File: src/sv/pso_pkg.sv
// Shared types, widths, register codes and saturation helper for the particle update pipeline.
`timescale 1ns / 1ps

package pso_pkg;

   localparam int WORD_W      = 32;
   localparam int RAND_W      = 16;
   localparam int GAIN_W      = 18;
   localparam int LIMIT_W     = 31;
   localparam int FRAC_W      = 16;
   localparam int CSR_DATA_W  = 31;
   localparam int CSR_INDEX_W = 2;
   localparam int DIFF_W      = WORD_W + 1;
   localparam int PROD_W      = DIFF_W + GAIN_W + 1;
   localparam int TERM_W      = PROD_W - FRAC_W;
   localparam int SUM_W       = WORD_W + 2;

   localparam logic [GAIN_W-1:0]  INERTIA_GAIN_RESET   = 18'd45875;
   localparam logic [GAIN_W-1:0]  COGNITIVE_GAIN_RESET = 18'd98304;
   localparam logic [GAIN_W-1:0]  SOCIAL_GAIN_RESET    = 18'd98304;
   localparam logic [LIMIT_W-1:0] VELOCITY_LIMIT_RESET = 31'd655360;

   typedef enum logic [CSR_INDEX_W-1:0] {
      CSR_INERTIA_GAIN   = 2'd0,
      CSR_COGNITIVE_GAIN = 2'd1,
      CSR_SOCIAL_GAIN    = 2'd2,
      CSR_VELOCITY_LIMIT = 2'd3
   } pso_csr_index_type;

   typedef struct packed {
      logic [GAIN_W-1:0]  inertia_gain;
      logic [GAIN_W-1:0]  cognitive_gain;
      logic [GAIN_W-1:0]  social_gain;
      logic [LIMIT_W-1:0] velocity_limit;
   } pso_cfg_type;

   typedef struct packed {
      logic signed [WORD_W-1:0] position;
      logic signed [WORD_W-1:0] velocity;
      logic signed [WORD_W-1:0] own_best;
      logic signed [WORD_W-1:0] swarm_best;
      logic [RAND_W-1:0]        rand_cognitive;
      logic [RAND_W-1:0]        rand_social;
      logic signed [WORD_W-1:0] lower_bound;
      logic signed [WORD_W-1:0] upper_bound;
   } pso_req_type;

   typedef struct packed {
      logic signed [WORD_W-1:0] new_velocity;
      logic signed [WORD_W-1:0] new_position;
   } pso_rsp_type;

   // Full-precision products of the three velocity terms plus the bounds context.
   typedef struct packed {
      logic signed [PROD_W-1:0] inertia_prod;
      logic signed [PROD_W-1:0] cognitive_prod;
      logic signed [PROD_W-1:0] social_prod;
      logic signed [WORD_W-1:0] position;
      logic signed [WORD_W-1:0] lower_bound;
      logic signed [WORD_W-1:0] upper_bound;
   } pso_prod_type;

   typedef struct packed {
      logic signed [WORD_W-1:0] velocity;
      logic signed [WORD_W-1:0] position;
      logic signed [WORD_W-1:0] lower_bound;
      logic signed [WORD_W-1:0] upper_bound;
   } pso_vel_type;

   // Saturates a signed value to the signed word range.
   function automatic logic signed [WORD_W-1:0] sat_word(input logic signed [TERM_W-1:0] x);
      logic [TERM_W-WORD_W:0]   top_bits;
      logic signed [WORD_W-1:0] result;
      top_bits = x[TERM_W-1:WORD_W-1];
      if (top_bits == '0 || top_bits == '1) begin
         result = x[WORD_W-1:0];
      end else if (x[TERM_W-1]) begin
         result = {1'b1, {(WORD_W-1){1'b0}}};
      end else begin
         result = {1'b0, {(WORD_W-1){1'b1}}};
      end
      return result;
   endfunction

endpackage

File: src/sv/pso_bound_clamp.sv
// Two pipeline stages: velocity limit clamp, then position update and bounds clamp.
`timescale 1ns / 1ps

module pso_bound_clamp (
   input  logic                 clock,
   input  logic                 reset,
   input  pso_pkg::pso_cfg_type cfg,
   input  logic                 in_valid,
   output logic                 in_ready,
   input  pso_pkg::pso_vel_type in_data,
   output logic                 out_valid,
   input  logic                 out_ready,
   output pso_pkg::pso_rsp_type out_data
);
   import pso_pkg::*;

   logic                     s4_valid_ff, s4_valid_in;
   pso_vel_type              s4_data_ff, s4_data_in;
   logic                     s5_valid_ff, s5_valid_in;
   pso_rsp_type              s5_data_ff, s5_data_in;
   logic                     s4_adv, s5_adv;
   logic signed [WORD_W-1:0] limit_pos;
   logic signed [WORD_W-1:0] limit_neg;
   logic signed [WORD_W:0]   pos_sum;
   logic signed [WORD_W:0]   upper_ext;
   logic signed [WORD_W:0]   lower_ext;

   assign s5_adv   = !s5_valid_ff || out_ready;
   assign s4_adv   = !s4_valid_ff || s5_adv;
   assign in_ready = s4_adv;

   always_comb begin
      limit_pos   = $signed({1'b0, cfg.velocity_limit});
      limit_neg   = -limit_pos;
      s4_valid_in = s4_adv ? in_valid : s4_valid_ff;
      s4_data_in  = s4_data_ff;
      if (s4_adv && in_valid) begin
         s4_data_in = in_data;
         if (in_data.velocity > limit_pos) begin
            s4_data_in.velocity = limit_pos;
         end else if (in_data.velocity < limit_neg) begin
            s4_data_in.velocity = limit_neg;
         end
      end
   end

   always_comb begin
      pos_sum   = $signed({s4_data_ff.position[WORD_W-1], s4_data_ff.position})
                + $signed({s4_data_ff.velocity[WORD_W-1], s4_data_ff.velocity});
      upper_ext = $signed({s4_data_ff.upper_bound[WORD_W-1], s4_data_ff.upper_bound});
      lower_ext = $signed({s4_data_ff.lower_bound[WORD_W-1], s4_data_ff.lower_bound});
      s5_valid_in = s5_adv ? s4_valid_ff : s5_valid_ff;
      s5_data_in  = s5_data_ff;
      if (s5_adv && s4_valid_ff) begin
         s5_data_in.new_velocity = s4_data_ff.velocity;
         // The upper test wins, which also settles crossed bounds.
         if (pos_sum >= upper_ext) begin
            s5_data_in.new_position = s4_data_ff.upper_bound;
         end else if (pos_sum <= lower_ext) begin
            s5_data_in.new_position = s4_data_ff.lower_bound;
         end else begin
            s5_data_in.new_position = pos_sum[WORD_W-1:0];
         end
      end
   end

   always_ff @(posedge clock) begin
      if (reset) begin
         s4_valid_ff <= 1'b0;
         s5_valid_ff <= 1'b0;
      end else begin
         s4_valid_ff <= s4_valid_in;
         s5_valid_ff <= s5_valid_in;
      end
   end

   always_ff @(posedge clock) begin
      s4_data_ff <= s4_data_in;
      s5_data_ff <= s5_data_in;
   end

   assign out_valid = s5_valid_ff;
   assign out_data  = s5_data_ff;

endmodule
File: config.mk
export PLATFORM = sky130hd
export DESIGN_NAME = pso_bound_clamp
export DESIGN_NICKNAME = d
export VERILOG_FILES = /design/src/sv/pso_pkg.sv /design/src/sv/pso_bound_clamp.sv
export SDC_FILE = /design/constraint.sdc
export NUM_CORES = 1
export LEC_CHECK = 0
export ABC_CLOCK_PERIOD_IN_PS = 6600
export BUFFER_PORTS_ARGS = -buffer_cell sky130_fd_sc_hd__buf_4
export CAP_MARGIN = 15
export CORE_UTILIZATION = 56
export DETAILED_ROUTE_END_ITERATION = 10
export PLACE_DENSITY = 0.81
export SYNTH_ARGS = -nofsm -noshare
export SYNTH_HDL_FRONTEND = slang
export SYNTH_SLANG_ARGS = --single-unit
File: constraint.sdc
create_clock -name clock -period 6.6 [get_ports clock]
set_clock_uncertainty 0.15 [all_clocks]
set_input_delay 0.33 -clock clock [delete_from_list [all_inputs] [get_ports clock]]
set_output_delay 0.33 -clock clock [all_outputs]
set_load 0.01 [all_outputs]
Word level (Yosys, flattened, before mapping):

Cells that the tools add are included.

* register bits: 194
* RAM bits: 0
* output and inout bits: 66
* input bits: 217
* memories kept: 0
* word-level logic and storage cells: 25
* memory bits (read-only): 0
* bits in latches: 0

* order comparisons: 4
* add/subtract/negate cells: 2
* $mul: 0
* reductions and logical operators: 6
* muxes and demuxes: 4
* bitwise logic cells: 0
* div/mod/pow operators: 0
* shift-type cells: 0
* equal/unequal tests: 0

Operators by type and width (count)
* 32-bit 2-to-1 mux: 3
* 32-bit by 32-bit adder with 33-bit output: 1
* 33-bit by 32-bit greater-or-equal comparator with 1-bit output: 1
* 33-bit by 32-bit less-or-equal comparator with 1-bit output: 1
* 32-bit > comparator: 1
* 32-bit < comparator: 1
* 31-bit negator with 32-bit output: 1
* 31-bit 2-to-1 mux: 1
* 1-bit logical AND: 2
* 1-bit logical NOT: 2
* 1-bit logical OR: 2

Logic depth before layout (Yosys ltp):

* depth in word-level cells: 4
* mapped depth: 21
* depth with buffers taken out: 18

Worst setup path after synthesis:

No wires, ideal clock.

* path kind: reg-to-reg
* from: reg s4_data_ff[96] in the netlist's numbering
* to: reg s5_data_ff (netlist bit out_data[11]) (data pin)
* required time: 6.176 ns
* stages on the path, launching flop included: 20
* arrival time: 4.600 ns
* path slack: 1.576 ns
* path buffers: 3
* cell sequence: edfxtp_1 > ha_1 > fa_1 > a21oi_1 > o211ai_1 > a211oi_2 > o31a_1 > o31a_1 > nor2_1 > o311a_1 > ha_1 > and4_1 > a211o_1 > a211o_1 > a211oi_1 > o21a_1 > clkbuf_1 > buf_2 > buf_1 > a31oi_1

* cells in the longest elaborated chain, start to end: 4
* elaborated cells between the ends (all ways): 5

Ends and longest elaborated chain
* start: declaration: line pso_bound_clamp.sv:18 `pso_vel_type s4_data_ff, s4_data_in;`
* start signal: assignment: line pso_bound_clamp.sv:78 `s4_data_ff <= s4_data_in;`
* 32-bit by 32-bit adder with 33-bit output (*): line pso_bound_clamp.sv:49 `+ $signed({s4_data_ff.velocity[WORD_W-1], s4_data_ff.velocity});`
* 33-bit by 32-bit less-or-equal comparator with 1-bit output: line pso_bound_clamp.sv:59 `end else if (pos_sum <= lower_ext) begin`
* 32-bit 2-to-1 mux: line pso_bound_clamp.sv:59
* 32-bit 2-to-1 mux (*): line pso_bound_clamp.sv:57 `if (pos_sum >= upper_ext) begin`
* end signal: assignment: line pso_bound_clamp.sv:79 `s5_data_ff <= s5_data_in;`
* end: declaration: line pso_bound_clamp.sv:20 `pso_rsp_type s5_data_ff, s5_data_in;`

Every way passes the cells marked *; elsewhere a longest branch is shown, timed or not.
A chain may end at the register's enable or synchronous reset.

Final worst setup path:

* from: reg s4_data_ff[96] in the netlist's numbering
* to: reg s5_data_ff (netlist bit out_data[27]) (data pin)

The elaborated chain is that of the path after synthesis.

==> impl_summary.txt <==
----------------------------------------------------
[Synth]
  Number of standard cells after synthesis ... 1234
  Largest area contributor in the netlist ... sky130_fd_sc_hd__edfxtp_1
  Cell types with the largest area share after synthesis ... sky130_fd_sc_hd__edfxtp_1, sky130_fd_sc_hd__ha_1, sky130_fd_sc_hd__a21oi_1, sky130_fd_sc_hd__inv_1, sky130_fd_sc_hd__nand2_1
  Most instantiated cells after synthesis ... sky130_fd_sc_hd__edfxtp_1, sky130_fd_sc_hd__ha_1, sky130_fd_sc_hd__inv_1, sky130_fd_sc_hd__nand2_1, sky130_fd_sc_hd__nor2_1
  Proportion of synthesized flip-flops having asynchronous set or reset ... 0%
  Number of distinct library cell variants in the gate-level netlist after synthesis ... 73
  Area fraction of the dominant cell type after synthesis ... around 45%
  Prevailing post-synth register cell ... sky130_fd_sc_hd__edfxtp_1
  Synthesized flop and latch total ... between 150 and 200
  Yosys synthesis warning count ... 0
  Most repeated cell in the gate-level netlist after synthesis ... sky130_fd_sc_hd__edfxtp_1
  Post-synth net total ... between 1500 and 2000
  Mapped cell area ... between 10000 and 15000 sq um
  Number of flops mapped to enable cells by yosys ... roughly 190
  Mean Syn Cell Area ... ~10 sq um
  Post-synthesis sequential area ratio ... 45.26%

[STA]
  Total negative slack ... 0 ns
  Slew @ Worst Pin ... a little over 1 ns
  Max Transition Viols Final ... 0
  Smallest setup slack after layout ... approximately 0.50 ns
  Tightest slew margin relative to the limit ... 31.21%
  Share of the clock period used by the worst path ... 92.42%
  RSZ-0062 raised after global routing ... no
  Tmin final ... approximately 6 ns
  Final count of hold timing violations ... 0
  Final-report setup violation count ... 0
  Maximum clock rate ... about 0.16 GHz

[Pwr]
  Total Power Consumption ... 4.063 mW
  Peak supply drop ... around 0.19 mV
  Power per Cell Area ... about 250 nW/um^2
  Static leakage power ... about 7.3 nW

[Run]
  Number of violations of the max-capacitance limit ... 0

[Global routing]
  Remaining global-route overflow ... 0
  Global routing usage summed across all routing layers ... between 20% and 30%
  Number of antenna violations at the first check in global routing ... 0
  Global-route wire length before repair ... ~54000 um
  Vias in the first global route ... 10750
  Pin count of the biggest net entering global routing ... 74

[Detailed routing]
  Final ANT Viol Nets ... 0
  Number of remaining DRC errors ... 0
  Routed len/inst ... approximately 19 um
  Detailed-route vias per instance ... around 5.9
  Detailed-routing iteration count for the pre-antenna-repair pass ... 6
  Wirelength, routed ... 34900 um
  Initial drt markers ... 854
  Vias ... roughly 11000

[Floorplan]
  Number of placement rows ... between 50 and 60
  Die outline area ... between 20000 and 25000 sq um
  Core outline area ... 22570 sq um
  # IOs ... roughly 280
  Effective utilization at floorplan ... 56.83%
  Horiz. Die Dim ... around 150 um
  Vert. Die Dim ... roughly 150 um

[Finish]
  Final Instance Area ... 16470 sq um
  Layout Area Growth over Synthesis ... 28.35%
  Ratio of cells with drive above 1 in the final layout ... a little under a fifth
  Antenna fix cells ... 0
  Final net count ... 1929

[Worst setup path]
  Required time at the worst-slack endpoint ... 6.64 ns
  Startpoint type of the worst setup path ... register
  Capturing element type of the critical path ... register
  Data arrival, critical path ... 6.14 ns
  CP Class ... reg2reg
  Critical Path, Cell by Cell ... ha_1 -> fa_1 -> a21oi_1 -> o211ai_1 -> a211oi_2 -> o31a_1 -> o31a_1 -> nor2_1 -> o311a_1 -> ha_1 -> and4_1 -> a211o_1 -> a211o_1 -> a211oi_1 -> o21a_2 -> buf_4 -> nor2_1 -> a221o_1
  Maximum cell stage delay along the critical path ... about 0.55 ns
  Maximum fanout along the worst path ... 34
  Number of cells traversed by the worst register-to-register path ... 18
  Number of gates on the worst path with buffers counted ... 18
  Cell with the biggest individual delay on the critical path ... sky130_fd_sc_hd__a211oi_1
  Combined buffer and inverter count along the critical path ... 1
  Cell class contributing the biggest share of worst-path delay ... compound AO/OA/AOI/OAI gates

[Min path]
  Hold path cells ... 2
  Path category of the worst min-delay check ... in2reg

[CTS]
  Clock latency of the later-clocked register in the worst-skew pair ... 0.44 ns
  Cell at the root of the clock tree ... sky130_fd_sc_hd__clkbuf_16
  Number of gates resized after CTS ... 0
  Number of buffers on the longest clock path ... 2
  Clock tree from TritonCTS ... built
  Clock Pin Slew Worst Setup and Hold Paths ... 0.07 ns
  Number of post-CTS setup repair buffers ... 0
  Number of buffers created by CTS ... 17
  Number of H-tree branching levels ... 4
  Clock tree sinks ... about 190

[Placed design]
  Placer's final routability congestion estimate ... 0.8743
  Number of I/O port buffers ... 228
  Post-DP Area ... ~15000 sq um
  Setup slack after placement ... between 0.6 and 0.7 ns
  Detailed placer's ending HPWL ... about 25000 um

[Outcome]
  Status ... finished clean

----------------------------------------------------
[power breakdown]
group | internal (mW) | total [mW] | switching [mW]
Combinational | 0.595 | 1.40 | 0.807
Clock | 0.637 | 1.09 | 0.457
Sequential | 1.52 | 1.57 | 0.0517
Total | 2.75 | 4.06 | 1.32
[registers in the layout, summed over array words and instances, names as in the netlist]
| signal | cells |
|---|---|
| s4_valid_ff | 1 |
| out_valid | 1 |
| out_data | 64 |
| s4_data_ff | 96 |
| lower_ext | 32 |
[cells by family (layout without fill, tap and decap cells)]
family	count (synthesis)	in the layout	share of synthesized area, %
and+or+nand+nor	350	350	13.24
muxes	25	25	1.951
adders and majority gates	162	162	15.86
buffers and inverters	152	481	4.564
AOI/OAI and AO/OA	304	304	15.93
xor gates and xnor gates	47	47	3.209
DFF	194	194	45.26
[final cells by class]
class	instances	area, sq um
Clock buffer	19	432.9
Clock inverter	13	182.7
Fill cell	1565	6106
Inverter	111	416.7
Multi-Input combinational cell	888	6489
Sequential cell	194	5806
Tap cell	285	356.6
Timing Repair Buffer	338	2783
[stage by stage]
step | util [%] | hold slack (ns) | cells
floorplan | - | 0.2524 | 1234
global placement | 65.84 | 0.3015 | 1717
detailed placement | 65.88 | 0.2996 | 1718
CTS | 72.95 | 0.05940 | 1848
global route | 72.95 | 0.06219 | 1848
finish | 72.95 | 0.06799 | 1848
[placed cells by master (no fill, tap or decap), types with 17 or more instances in the layout]
master	count
sky130_fd_sc_hd__ha_1	161
sky130_fd_sc_hd__nor2_1	97
sky130_fd_sc_hd__nand2_1	107
sky130_fd_sc_hd__buf_4	240
sky130_fd_sc_hd__edfxtp_1	192
sky130_fd_sc_hd__nor3_1	17
sky130_fd_sc_hd__a31oi_1	21
sky130_fd_sc_hd__xnor2_1	36
sky130_fd_sc_hd__clkbuf_16	17
sky130_fd_sc_hd__nand3_1	33
sky130_fd_sc_hd__inv_1	111
sky130_fd_sc_hd__nand4_1	28
sky130_fd_sc_hd__mux2i_1	25
sky130_fd_sc_hd__a21o_1	29
sky130_fd_sc_hd__o21ai_0	50
sky130_fd_sc_hd__a21oi_1	84
sky130_fd_sc_hd__o2bb2ai_1	18
sky130_fd_sc_hd__dlygate4sd3_1	98
[metal layers]
| layer | up-vias | routed length, um | GRT usage [%] |
|---|---|---|---|
| met5 | - | 0 | 0 |
| met4 | 0 | 956 | 10.76 |
| met3 | 66 | 2527 | 5.529 |
| met2 | 463 | 17140 | 51.38 |
| met1 | 5172 | 14280 | 36.25 |
| li1 | 5247 | - | - |
[worst paths after layout]
kind / startpoint / end / slack, ns
setup / recovery: s4_data_ff[96]$_DFFE_PP_ / out_data[27]$_DFFE_PP_ / 0.50
hold / removal: cfg[4] / s4_data_ff[100]$_DFFE_PP_ / 0.07
setup reg to reg: s4_data_ff[96]$_DFFE_PP_ / out_data[27]$_DFFE_PP_ / 0.50
hold reg to reg: s4_data_ff[114]$_DFFE_PP_ / out_data[50]$_DFFE_PP_ / 0.32
[timing repair]
item	CTS	global route
setup endpoints to repair	0	0
endpoints found under the hold margin	98	0
hold buffers	98	0
No activity file was read; power rests on OpenSTA's default activity.
