### src/sv/pso_pkg.sv
// Shared types, widths, register codes and saturation helper for the particle update pipeline.
`timescale 1ns / 1ps

package pso_pkg;

   localparam int WORD_W      = 32;
   localparam int RAND_W      = 16;
   localparam int GAIN_W      = 18;
   localparam int LIMIT_W     = 31;
   localparam int FRAC_W      = 16;
   localparam int CSR_DATA_W  = 31;
   localparam int CSR_INDEX_W = 2;
   localparam int DIFF_W      = WORD_W + 1;
   localparam int PROD_W      = DIFF_W + GAIN_W + 1;
   localparam int TERM_W      = PROD_W - FRAC_W;
   localparam int SUM_W       = WORD_W + 2;

   localparam logic [GAIN_W-1:0]  INERTIA_GAIN_RESET   = 18'd45875;
   localparam logic [GAIN_W-1:0]  COGNITIVE_GAIN_RESET = 18'd98304;
   localparam logic [GAIN_W-1:0]  SOCIAL_GAIN_RESET    = 18'd98304;
   localparam logic [LIMIT_W-1:0] VELOCITY_LIMIT_RESET = 31'd655360;

   typedef enum logic [CSR_INDEX_W-1:0] {
      CSR_INERTIA_GAIN   = 2'd0,
      CSR_COGNITIVE_GAIN = 2'd1,
      CSR_SOCIAL_GAIN    = 2'd2,
      CSR_VELOCITY_LIMIT = 2'd3
   } pso_csr_index_type;

   typedef struct packed {
      logic [GAIN_W-1:0]  inertia_gain;
      logic [GAIN_W-1:0]  cognitive_gain;
      logic [GAIN_W-1:0]  social_gain;
      logic [LIMIT_W-1:0] velocity_limit;
   } pso_cfg_type;

   typedef struct packed {
      logic signed [WORD_W-1:0] position;
      logic signed [WORD_W-1:0] velocity;
      logic signed [WORD_W-1:0] own_best;
      logic signed [WORD_W-1:0] swarm_best;
      logic [RAND_W-1:0]        rand_cognitive;
      logic [RAND_W-1:0]        rand_social;
      logic signed [WORD_W-1:0] lower_bound;
      logic signed [WORD_W-1:0] upper_bound;
   } pso_req_type;

   typedef struct packed {
      logic signed [WORD_W-1:0] new_velocity;
      logic signed [WORD_W-1:0] new_position;
   } pso_rsp_type;

   // Full-precision products of the three velocity terms plus the bounds context.
   typedef struct packed {
      logic signed [PROD_W-1:0] inertia_prod;
      logic signed [PROD_W-1:0] cognitive_prod;
      logic signed [PROD_W-1:0] social_prod;
      logic signed [WORD_W-1:0] position;
      logic signed [WORD_W-1:0] lower_bound;
      logic signed [WORD_W-1:0] upper_bound;
   } pso_prod_type;

   typedef struct packed {
      logic signed [WORD_W-1:0] velocity;
      logic signed [WORD_W-1:0] position;
      logic signed [WORD_W-1:0] lower_bound;
      logic signed [WORD_W-1:0] upper_bound;
   } pso_vel_type;

   // Saturates a signed value to the signed word range.
   function automatic logic signed [WORD_W-1:0] sat_word(input logic signed [TERM_W-1:0] x);
      logic [TERM_W-WORD_W:0]   top_bits;
      logic signed [WORD_W-1:0] result;
      top_bits = x[TERM_W-1:WORD_W-1];
      if (top_bits == '0 || top_bits == '1) begin
         result = x[WORD_W-1:0];
      end else if (x[TERM_W-1]) begin
         result = {1'b1, {(WORD_W-1){1'b0}}};
      end else begin
         result = {1'b0, {(WORD_W-1){1'b1}}};
      end
      return result;
   endfunction

endpackage

### src/sv/pso_term_sum.sv
// One pipeline stage: scales, saturates and adds the three velocity terms.
`timescale 1ns / 1ps

module pso_term_sum (
   input  logic                  clock,
   input  logic                  reset,
   input  logic                  in_valid,
   output logic                  in_ready,
   input  pso_pkg::pso_prod_type in_data,
   output logic                  out_valid,
   input  logic                  out_ready,
   output pso_pkg::pso_vel_type  out_data
);
   import pso_pkg::*;

   logic                     valid_ff, valid_in;
   pso_vel_type              data_ff, data_in;
   logic                     adv;
   logic signed [WORD_W-1:0] inertia_term;
   logic signed [WORD_W-1:0] cognitive_term;
   logic signed [WORD_W-1:0] social_term;
   logic signed [SUM_W-1:0]  term_sum;

   assign adv      = !valid_ff || out_ready;
   assign in_ready = adv;

   always_comb begin
      // Dropping the fraction bits of a signed product rounds toward minus infinity.
      inertia_term   = sat_word($signed(in_data.inertia_prod[PROD_W-1:FRAC_W]));
      cognitive_term = sat_word($signed(in_data.cognitive_prod[PROD_W-1:FRAC_W]));
      social_term    = sat_word($signed(in_data.social_prod[PROD_W-1:FRAC_W]));
      term_sum = $signed({{2{inertia_term[WORD_W-1]}}, inertia_term})
               + $signed({{2{cognitive_term[WORD_W-1]}}, cognitive_term})
               + $signed({{2{social_term[WORD_W-1]}}, social_term});
      valid_in = adv ? in_valid : valid_ff;
      data_in  = data_ff;
      if (adv && in_valid) begin
         data_in.velocity    = sat_word($signed({{(TERM_W-SUM_W){term_sum[SUM_W-1]}}, term_sum}));
         data_in.position    = in_data.position;
         data_in.lower_bound = in_data.lower_bound;
         data_in.upper_bound = in_data.upper_bound;
      end
   end

   always_ff @(posedge clock) begin
      if (reset) begin
         valid_ff <= 1'b0;
      end else begin
         valid_ff <= valid_in;
      end
   end

   always_ff @(posedge clock) begin
      data_ff <= data_in;
   end

   assign out_valid = valid_ff;
   assign out_data  = data_ff;

endmodule

### config.mk
export PLATFORM = sky130hd
export DESIGN_NAME = pso_term_sum
export DESIGN_NICKNAME = d
export VERILOG_FILES = /design/src/sv/pso_pkg.sv /design/src/sv/pso_term_sum.sv
export SDC_FILE = /design/constraint.sdc
export NUM_CORES = 1
export LEC_CHECK = 0
export BUFFER_PORTS_ARGS = -buffer_cell sky130_fd_sc_hd__buf_4
export CORE_AREA = 2 2 152 154
export CTS_CLUSTER_DIAMETER = 40
export DETAILED_ROUTE_END_ITERATION = 12
export DIE_AREA = 0 0 154 156
export GPL_TIMING_DRIVEN = 0
export RECOVER_POWER = 50
export SLEW_MARGIN = 15
export SYNTH_ARGS = -nofsm -noshare
export SYNTH_HDL_FRONTEND = slang
export SYNTH_SLANG_ARGS = --single-unit
### constraint.sdc
create_clock -name clock -period 9.55 [get_ports clock]
set_input_delay 1.91 -clock clock [delete_from_list [all_inputs] [get_ports clock]]
set_output_delay 1.91 -clock clock [all_outputs]
set_load 0.05 [all_outputs]
Yosys cells after proc, flatten, opt, wreduce, memory -nomap -nowiden

Index checks and enable logic that the tools add are counted.

$add $sub $neg: 2
Equality and inequality tests: 4
Mux-type cells: 8
Reduce and logical (&&, ||, !) cells: 11

Operators by type and width:

| cell                                  | number |
|---|---|
| 2-to-1 mux 32 bit                     | 8 |
| adder 33 x 32 -> 34 bit               | 1 |
| adder 32 x 32 -> 33 bit               | 1 |
| == test 5 bit (second input constant) | 4 |
| zero test 5 bit                       | 4 |
| logical OR 1 bit                      | 5 |
| logical AND 1 bit                     | 1 |
| zero test 1 bit                       | 1 |

Bits in registers: 129
Bits of input ports: 256
Output and inout bits: 130
Logic and storage cells: 30

Longest topological paths before layout

Gate-level depths: netlist (run 1).

Word-level depth: 8
Gate-level depth with buffers: 19
Mapped depth without buffers: 17

Least setup slack after synthesis (run 1)

OpenSTA, ideal clock, no wires.

Path type: input to register
Start point: input in_data[147] (netlist bit)
End point: register data_ff, in the netlist out_data[108], data pin
Setup time: 0.270 ns
Arrival: 5.675 ns
Required time: 9.280 ns
Setup slack: 3.605 ns
Stages: 17
Path buffers: 2
Path through: or4_1 > o21ai_1 > clkbuf_1 > a21oi_1 > fa_1 > inv_1 > ha_1 > fa_1 > a21o_1 > nand4_1 > a31o_2 > a21oi_2 > o211ai_1 > a41o_1 > a21boi_1 > clkbuf_2 > o21ai_0

Word-level cells in the longest chain between the ends: 7
Elaborated cells on any way between the ends: 11
Those cells by class: 1 x add/sub; 2 x eq/ne; 4 x mux; 4 x reduce/logical

RTL lines:

| element                                                 | line               | text |
|---|---|---|
| start: declaration                                      | pso_term_sum.sv:9  | `input pso_pkg::pso_prod_type in_data,` |
| == test 5 bit / zero test 5 bit (equally long branches) | pso_pkg.sv:75      | `if (top_bits == '0 \|\| top_bits == '1) begin` |
| logical OR 1 bit                                        | pso_pkg.sv:75      |  |
| 2-to-1 mux 32 bit *                                     | pso_pkg.sv:75      |  |
| adder 33 x 32 -> 34 bit *                               | pso_term_sum.sv:34 | `+ $signed({{2{social_term[WORD_W-1]}}, social_term});` |
| == test 5 bit / zero test 5 bit (equally long branches) | pso_pkg.sv:75      |  |
| logical OR 1 bit                                        | pso_pkg.sv:75      |  |
| 2-to-1 mux 32 bit *                                     | pso_pkg.sv:75      |  |
| end signal: assignment                                  | pso_term_sum.sv:54 | `data_ff <= data_in;` |
| end: declaration                                        | pso_term_sum.sv:17 | `pso_vel_type data_ff, data_in;` |

Mark *: on every way between the ends. The rest lies on a longest branch, timed or not.
A chain may end at the register's enable or synchronous reset.

Worst setup path after layout (run 1)

Start point: input in_data[147] (netlist bit)
End point: register data_ff, in the netlist out_data[106], data pin

Same word-level chain as after synthesis.

==> qor.csv, run 1 <==
metric,value,unit
crit_fanout,10,
slew_headroom,-46.3,%
yosys_register_bits,129,
drive_gt1_share,35.0,%
async_flop_share,0,%
avgSynthCellArea,11.3,µm²
slew_viol_final,71,
cts.repair.resized,0,
fp.dieH,156,µm
synth_warnings,0,
drc_errors,0,
grt_pass1_wl,34100,µm
placed_cells,1284,
post_cts_buffers,0,
nFillCells,2135,
finalWirelength,23000,µm
grt_start_max_net_pins,61,
crit_required,9670,ps
io_pins,386,
grtUsageTotal,18.5,%
timing.fmax,0.153,GHz
place_congestion,0.888,
regArea,3860,µm²
clkTransAtPathRegs,60,ps
antenna_found_initial,0,
maxCapViolCount,2,
overflow,0,
power.total,2.50,mW
synth_fp_nets,981,
io_buffer_count,337,
clock_path_buffers,2,
cp-end-kind,flop,
power_density,231,nW/µm²
vias,6320,
fin_crit_sh,68.3,%
synthTopCellsByCount,"edfxtp_1 (128), a21oi_1 (99), inv_1 (70), o21ai_0 (60), fa_1 (33)",
n_antenna_cell,0,
area_growth_syn_to_layout,45.3,%
cts_made_buffers,17,
finalSetupViolations,0,
rows,55,
routedWlPerCell,17.5,µm
hold_viol,0,
postRouteAntennaNets,0,
grt_pass1_vias,6102,
ys_types,53,
stdcell_count,1316,
fin_crit,6520,ps
clock_sinks,129,
start_kind,input port,
vias_per_cell,4.80,
critical-path-slowest-cell,or4_1,
initial_core_util,33.4,%
status,"finished, violations left",
synth_top_area_share,51.5,%
synth.top_cells.by_area,"edfxtp_1 (52%), fa_1 (8.9%), a21oi_1 (6.6%), ha_1 (5.4%), o21ai_0 (4.0%)",
first_pass_iters,4,
violations,"capacitance limit, slew limit",
dp_hpwl,19100,µm
path_class,in2reg,
h-tree-depth,4,
yosys_most_used_dff,edfxtp_1,
multi_input_area,3190,µm²
arrival,6650,ps
seq_area_frac_synth,51.8,%
synth_most_common_cell,edfxtp_1,
synth_top_cell_by_area,edfxtp_1,
core,22400,µm²
ir_worst_vdd,0.0985,mV
cts_root_buf,clkbuf_16,
cts_tree,done,
rsz0062_at_grt,no,
drt_iter0_markers,328,
clock_latency,400,ps
cts_hold_buf,0,
final_util,48.5,%
die-area,24000,µm²
syn-cell-area,7460,µm²
synth_edf_count,128,
fin_nets,1339,
crit_chain,buf_4 -> or4_1 -> o21ai_1 -> clkbuf_1 -> a21oi_1 -> fa_1 -> inv_1 -> ha_1 -> fa_1 -> a21o_1 -> nand4_1 -> a21o_1 -> nand4_1 -> a211oi_1 -> a311oi_2 -> o21bai_1 -> clkbuf_1 -> o21ai_0,
hp-class,reg2reg,
die_x,154,µm
tns,0,ps
synthCells,660,
critPathMaxStageDelay,510,ps
fin_skew,10.3,ps
leakagePower,4.70,nW
tightest_slew,2190,ps
## state kept, by name, summed over array words and instances (netlist names)
signal     count
out_data     128
out_valid      1
## worst paths after layout
check	startpoint	to	slack [ps]	cells after the start
setup / recovery	in_data[147]	out_data[106]	3030	18
hold / removal	out_valid	out_valid	550	2
setup reg to reg	out_valid	out_data[15]	5250	4
hold reg to reg	out_valid	out_valid	550	2
## placed cells by master, fill, tap and decap left out, types with 17 or more instances in the layout
cell / n
nor2_1: 23
nand2_1: 30
o21ai_0: 60
edfxtp_1: 128
clkbuf_16: 17
inv_1: 70
buf_4: 214
a21o_1: 22
ha_1: 32
a21oi_1: 99
clkbuf_1: 54
clkbuf_4: 97
fa_1: 33
## logic make-up after synthesis
logic type               synth area share (%)
AO/OA/AOI/OAI                            18.6
flip-flops                               51.8
AND/OR/NAND/NOR                          6.69
buffers and inverters                    5.42
adder cells (fa/ha/maj)                  14.2
XOR/XNOR                                 2.94
multiplexers                            0.335
## cell type report
type | instances | share of cell area, %
Buffer | 32 | 1.30
Clock inverter | 14 | 1.29
Inverter | 70 | 2.42
Multi-Input combinational cell | 429 | 29.4
Sequential cell | 129 | 35.6
Timing Repair Buffer | 339 | 22.7
Clock buffer | 18 | 3.96
Tap cell | 285 | 3.29
## power by group
group	switching (mW)	total, mW	internal (mW)
sequential	0.0221	0.764	0.742
combinational	0.738	1.12	0.383
clock	0.252	0.617	0.365
total	1.01	2.50	1.49
## through the flow
stage | hold slack [ps] | cell area [µm²] | setup WS (ps)
after floorplan | 1110 | 7460 | 3610
after global placement | 502 | 10300 | 2590
after detailed placement | 530 | 10400 | 2580
after CTS | 540 | 11000 | 3020
after global routing | 564 | 10800 | 2710
final | 546 | 10800 | 3030
## critical path: cells and delay by family
kind / cells / cell delay (ps)
compound gates: 8 / 1870
buf+inv: 4 / 900
simple gates: 3 / 840
fa+ha+maj: 3 / 1110
## per-layer routing
| metal | track usage [%] | wire (µm) |
|---|---|---|
| met5 | 0 | 0 |
| met3 | 5.19 | 1780 |
| met1 | 22.5 | 9490 |
| met4 | 4.85 | 254 |
| met2 | 32.4 | 11500 |
(Power assumes the default switching activity.)
==> run 2: changes to the inputs <==
Clock period 9.55 ns to 6.1 ns, I/O delays scaled along.
==> qor.csv, run 2 (synthesized netlist as in run 1, its figures left out) <==
metric,value,unit,change
n_antenna_cell,0,,unchanged
drc_errors,0,,unchanged
leakagePower,4.70,nW,about the same
cp-end-kind,flop,,unchanged
gr-usage-met3,5.19,%,unchanged
first_pass_iters,4,,unchanged
grtUsageTotal,18.5,%,unchanged
io_buffer_count,337,,unchanged
use_met2,32.4,%,unchanged
place_congestion,0.888,,unchanged
grt_start_max_net_pins,61,,unchanged
area_growth_syn_to_layout,45.4,%,was 45.3%
fin_crit_sh,94.2,%,
die-area,24000,µm²,unchanged
crit_required,6230,ps,was 9670 ps
power.total,3.92,mW,was 2.50 mW
postRouteAntennaNets,0,,unchanged
finalSetupViolations,0,,unchanged
vias,6327,,"was 6,320"
hold_viol,0,,unchanged
path_class,in2reg,,unchanged
drive_gt1_share,35.1,%,was 35.0%
hp-class,reg2reg,,unchanged
vias_per_cell,4.81,,was 4.80
min_from,out_valid,,unchanged
final_util,48.5,%,about the same
cts_root_buf,clkbuf_16,,unchanged
rr_startpoint,out_valid,,unchanged
drt_iter0_markers,328,,unchanged
maxCapViolCount,2,,unchanged
slew_viol_final,71,,unchanged
grt_pass1_wl,34100,µm,unchanged
arrival,5870,ps,was 6650 ps
cts.repair.resized,0,,unchanged
r2r_cells,4,,unchanged
r2r-end,out_data[15],,unchanged
layout_commonest_cell,buf_4,,unchanged
regArea,3860,µm²,unchanged
timing.fmax,0.174,GHz,
ir_worst_vdd,0.154,mV,was 0.0985 mV
fp.dieH,156,µm,unchanged
grtUsageMet1,22.5,%,unchanged
violations,"capacitance limit, slew limit",,unchanged
clkTransAtPathRegs,60,ps,about the same
crit_path_end,out_data[106],,unchanged
status,"finished, violations left",,unchanged
cts_tree,done,,unchanged
fin_nets,1339,,unchanged
finalWirelength,23000,µm,about the same
overflow,0,,unchanged
power_density,361,nW/µm²,was 231 nW/µm²
whs,546,ps,unchanged
routedWlPerCell,17.4,µm,was 17.5 µm
clock_latency,400,ps,about the same
reg2reg_slack,1800,ps,was 5250 ps
fin_skew,10.3,ps,about the same
h-tree-depth,4,,unchanged
dp_hpwl,19100,µm,unchanged
crit_fanout,10,,unchanged
busiest_layer,met2,,unchanged
fin_crit,5750,ps,
multi_input_area,3190,µm²,unchanged
largest_register_ffs,128,,unchanged
antenna_found_initial,0,,unchanged
nFillCells,2135,,unchanged
clock_sinks,129,,unchanged
io_pins,386,,unchanged
initial_core_util,33.4,%,unchanged
slew_headroom,-46.3,%,about the same
crit_path_start,in_data[147],,unchanged
cts_hold_buf,0,,unchanged
rows,55,,unchanged
start_kind,input port,,unchanged
die_x,154,µm,unchanged
post_cts_buffers,0,,unchanged
cts_made_buffers,17,,unchanged
clock_path_buffers,2,,unchanged
mostFrequentLayoutCells,"buf_4 (214), edfxtp_1 (128), a21oi_1 (99)",,unchanged
tightest_slew,2190,ps,about the same
grt_pass1_vias,6102,,unchanged
rsz0062_at_grt,no,,unchanged
core,22400,µm²,unchanged
==> run 2: layout make-up <==
cell class / instances / area share [%]
timing repair buffer: 339 / 22.7
sequential: 129 / 35.6
buffer: 32 / 1.32
clock buffer: 18 / 3.96
multi-input combinational: 429 / 29.4
clock inverter: 14 / 1.29
inverter: 70 / 2.42
tap: 285 / 3.29
==> run 2: report_power, final <==
| part | internal (mW) | switching (mW) |
|---|---|---|
| sequential | 1.16 | 0.0346 |
| combinational | 0.600 | 1.15 |
| clock | 0.572 | 0.394 |
| total | 2.33 | 1.58 |
==> run 2: through the flow <==
stage | std cells | area, µm² | TNS [ps] | setup WS (ps)
6_report | 1316 | 10800 | 0 | 355
5_1_grt | 1316 | 10800 | 0 | 42.1
4_1_cts | 1316 | 11000 | 0 | 256
3_5_place_dp | 1284 | 10400 | -3710 | -178
3_3_place_gp | 1282 | 10300 | -4710 | -172
2_1_floorplan | 660 | 7460 | 0 | 845
==> run 2: metal layers <==
metal / share of wire, % / up-vias / wire length, µm
li1: - / 3114 / -
met1: 41 / 2964 / 9460
met2: 50 / 236 / 11400
met3: 7.9 / 13 / 1800
met4: 1.2 / 0 / 276
met5: 0 / - / 0
==> run 2: worst min-delay path by stage <==
stage	slack, ps	cells after the start	end
detailed placement	530	2	out_valid
finish	550	2	out_valid
floorplan	1110	2	out_valid
CTS	540	2	out_valid
global route	560	2	out_valid
global placement	500	2	out_valid
==> run 2: critical path, stage by stage <==
cell,delay (ps)
buf_4,120
or4_1,510
o21ai_1,440
nor2_1,210
clkbuf_1,280
a21oi_1,210
fa_1,430
inv_1,70
ha_1,290
a21oi_1,230
o21ai_0,180
nor2_1,210
nand4_1,210
a211oi_1,340
a311oi_2,70
o21bai_1,380
clkbuf_1,310
o21ai_0,150
==> run 3: changes to the inputs <==
Settings changed: CORE_AREA 2 2 152 154 to 2 2 149 151, DIE_AREA 0 0 154 156 to 0 0 151 153, PLACE_DENSITY from default to 0.67.
Clock period 6.1 ns to 4.9 ns, I/O delays scaled along.
==> qor.csv, run 3 (synthesized netlist as in run 1, its figures left out) <==
metric,value,unit,change
h-tree-depth,4,,unchanged
place_congestion,0.876,,was 0.888
vias,6661,,"was 6,327"
grtUsageMet1,24.9,%,was 22.5%
rsz0062_at_grt,yes,,was no
hold_viol,0,,unchanged
use_met2,37.2,%,was 32.4%
cts_tree,done,,unchanged
leakagePower,4.90,nW,was 4.70 nW
antenna_found_initial,0,,unchanged
clock_latency,400,ps,about the same
finalWirelength,24600,µm,"was 23,000 µm"
grt_pass1_wl,36800,µm,"was 34,100 µm"
arrival,5090,ps,was 5870 ps
grt_pass1_vias,6667,,"was 6,102"
timing.fmax,0.206,GHz,
status,"finished, violations left",,unchanged
routedWlPerCell,18.4,µm,was 17.4 µm
n_antenna_cell,0,,unchanged
tns,0,ps,unchanged
path_class,in2reg,,unchanged
io_buffer_count,337,,unchanged
layout_commonest_cell,buf_4,,unchanged
violations,"capacitance limit, slew limit",,unchanged
clock_sinks,129,,unchanged
core,21500,µm²,"was 22,400 µm²"
final_util,53.5,%,was 48.5%
ir_worst_vdd,0.184,mV,was 0.154 mV
grtUsageTotal,20.9,%,was 18.5%
hp-class,reg2reg,,unchanged
drc_errors,0,,unchanged
fin_crit_sh,99.2,%,
clock_path_buffers,2,,unchanged
area_growth_syn_to_layout,54.1,%,was 45.4%
vias_per_cell,4.99,,was 4.81
regArea,3860,µm²,unchanged
fp.dieH,153,µm,was 156 µm
pre_cts_slack,-1160,ps,was -178 ps
io_pins,386,,unchanged
fin_crit,4860,ps,
fin_skew,8.70,ps,was 10.3 ps
gr-usage-met3,4.87,%,was 5.19%
crit_required,5130,ps,was 6230 ps
grt_start_max_net_pins,50,,was 61
first_pass_iters,6,,was 4
overflow,0,,unchanged
tightest_slew,2820,ps,was 2190 ps
slew_viol_final,40,,was 71
cp-end-kind,flop,,unchanged
die-area,23100,µm²,"was 24,000 µm²"
maxCapViolCount,1,,was 2
start_kind,input port,,unchanged
mostFrequentLayoutCells,"buf_4 (221), edfxtp_1 (128), clkbuf_4 (98)",,"was buf_4 (214), edfxtp_1 (128), a21oi_1 (99)"
multi_input_area,3550,µm²,was 3190 µm²
cts_made_buffers,17,,unchanged
drt_iter0_markers,383,,was 328
largest_register_ffs,128,,unchanged
nFillCells,1959,,"was 2,135"
power_density,464,nW/µm²,was 361 nW/µm²
finalSetupViolations,0,,unchanged
fin_nets,1363,,"was 1,339"
crit_fanout,7,,was 10
slew_headroom,-87.7,%,was -46.3%
postRouteAntennaNets,0,,unchanged
clkTransAtPathRegs,60,ps,about the same
rows,54,,was 55
cts_root_buf,clkbuf_16,,unchanged
busiest_layer,met2,,unchanged
initial_core_util,34.7,%,was 33.4%
dp_hpwl,19900,µm,"was 19,100 µm"
die_x,151,µm,was 154 µm
drive_gt1_share,43.5,%,was 35.1%
fin_ws,39.9,ps,was 355 ps
-- run 3: area by class of cell --
cell class,instances,share of cell area (%)
buffer,26,1.74
clock buffer,17,3.70
clock inverter,14,1.34
inverter,70,2.29
multi-input combinational,429,30.9
sequential,129,33.6
tap,280,3.05
timing repair buffer,369,23.4
-- run 3: critical path, cell delays in order --
cell and delay [ps]:
buf_4 110, or4_4 520, o21ai_4 180, buf_6 150
buf_8 110, buf_4 140, a21oi_1 80, fa_1 480
inv_1 40, ha_2 380, o21ai_1 90, a211o_1 290
a31o_2 240, a21oi_2 170, o211ai_1 170, a41o_1 300
o21bai_4 210, buf_12 160, buf_8 120, a21oi_1 170
-- run 3: where the power goes --
group	total, mW	internal (mW)	switching, mW
sequential	1.48	1.45	0.0383
clock	1.24	0.755	0.481
combinational	2.61	0.989	1.62
total	5.33	3.19	2.14
-- run 3: through the flow --
stage                     power (mW)  hold WS (ps)  instances  cell area, µm²
after floorplan                 3.04          1050        660            7470
after detailed placement        3.74           532       1279           10400
after global routing            5.64           583       1334           11500
after global placement          3.72           501       1277           10300
final                           5.33           533       1334           11500
after CTS                       5.22           541       1327           11400
-- run 3: path summary, 6_finish.rpt --
| kind | startpoint | to | slack [ps] | cells after the start |
|---|---|---|---|---|
| setup / recovery | in_data[143] | out_data[119] | 40 | 20 |
| hold / removal | out_valid | out_valid | 530 | 2 |
| setup reg to reg | out_valid | out_data[44] | 1770 | 3 |
| hold reg to reg | out_valid | out_valid | 530 | 2 |
-- run 3: repair_timing --
item                       4_1_cts  5_1_grt
pin swaps                       17       15
hold buffers                     0        0
buffers inserted                17       11
cloned                           3        0
setup endpoints to repair       31       31
gates resized for setup         70       78
-- run 3: layer usage --
metal / vias up / part of all wire (%)
li1: 3169 / -
met1: 3161 / 39
met2: 301 / 51
met3: 30 / 7.9
met4: 0 / 2.1
met5: - / 0
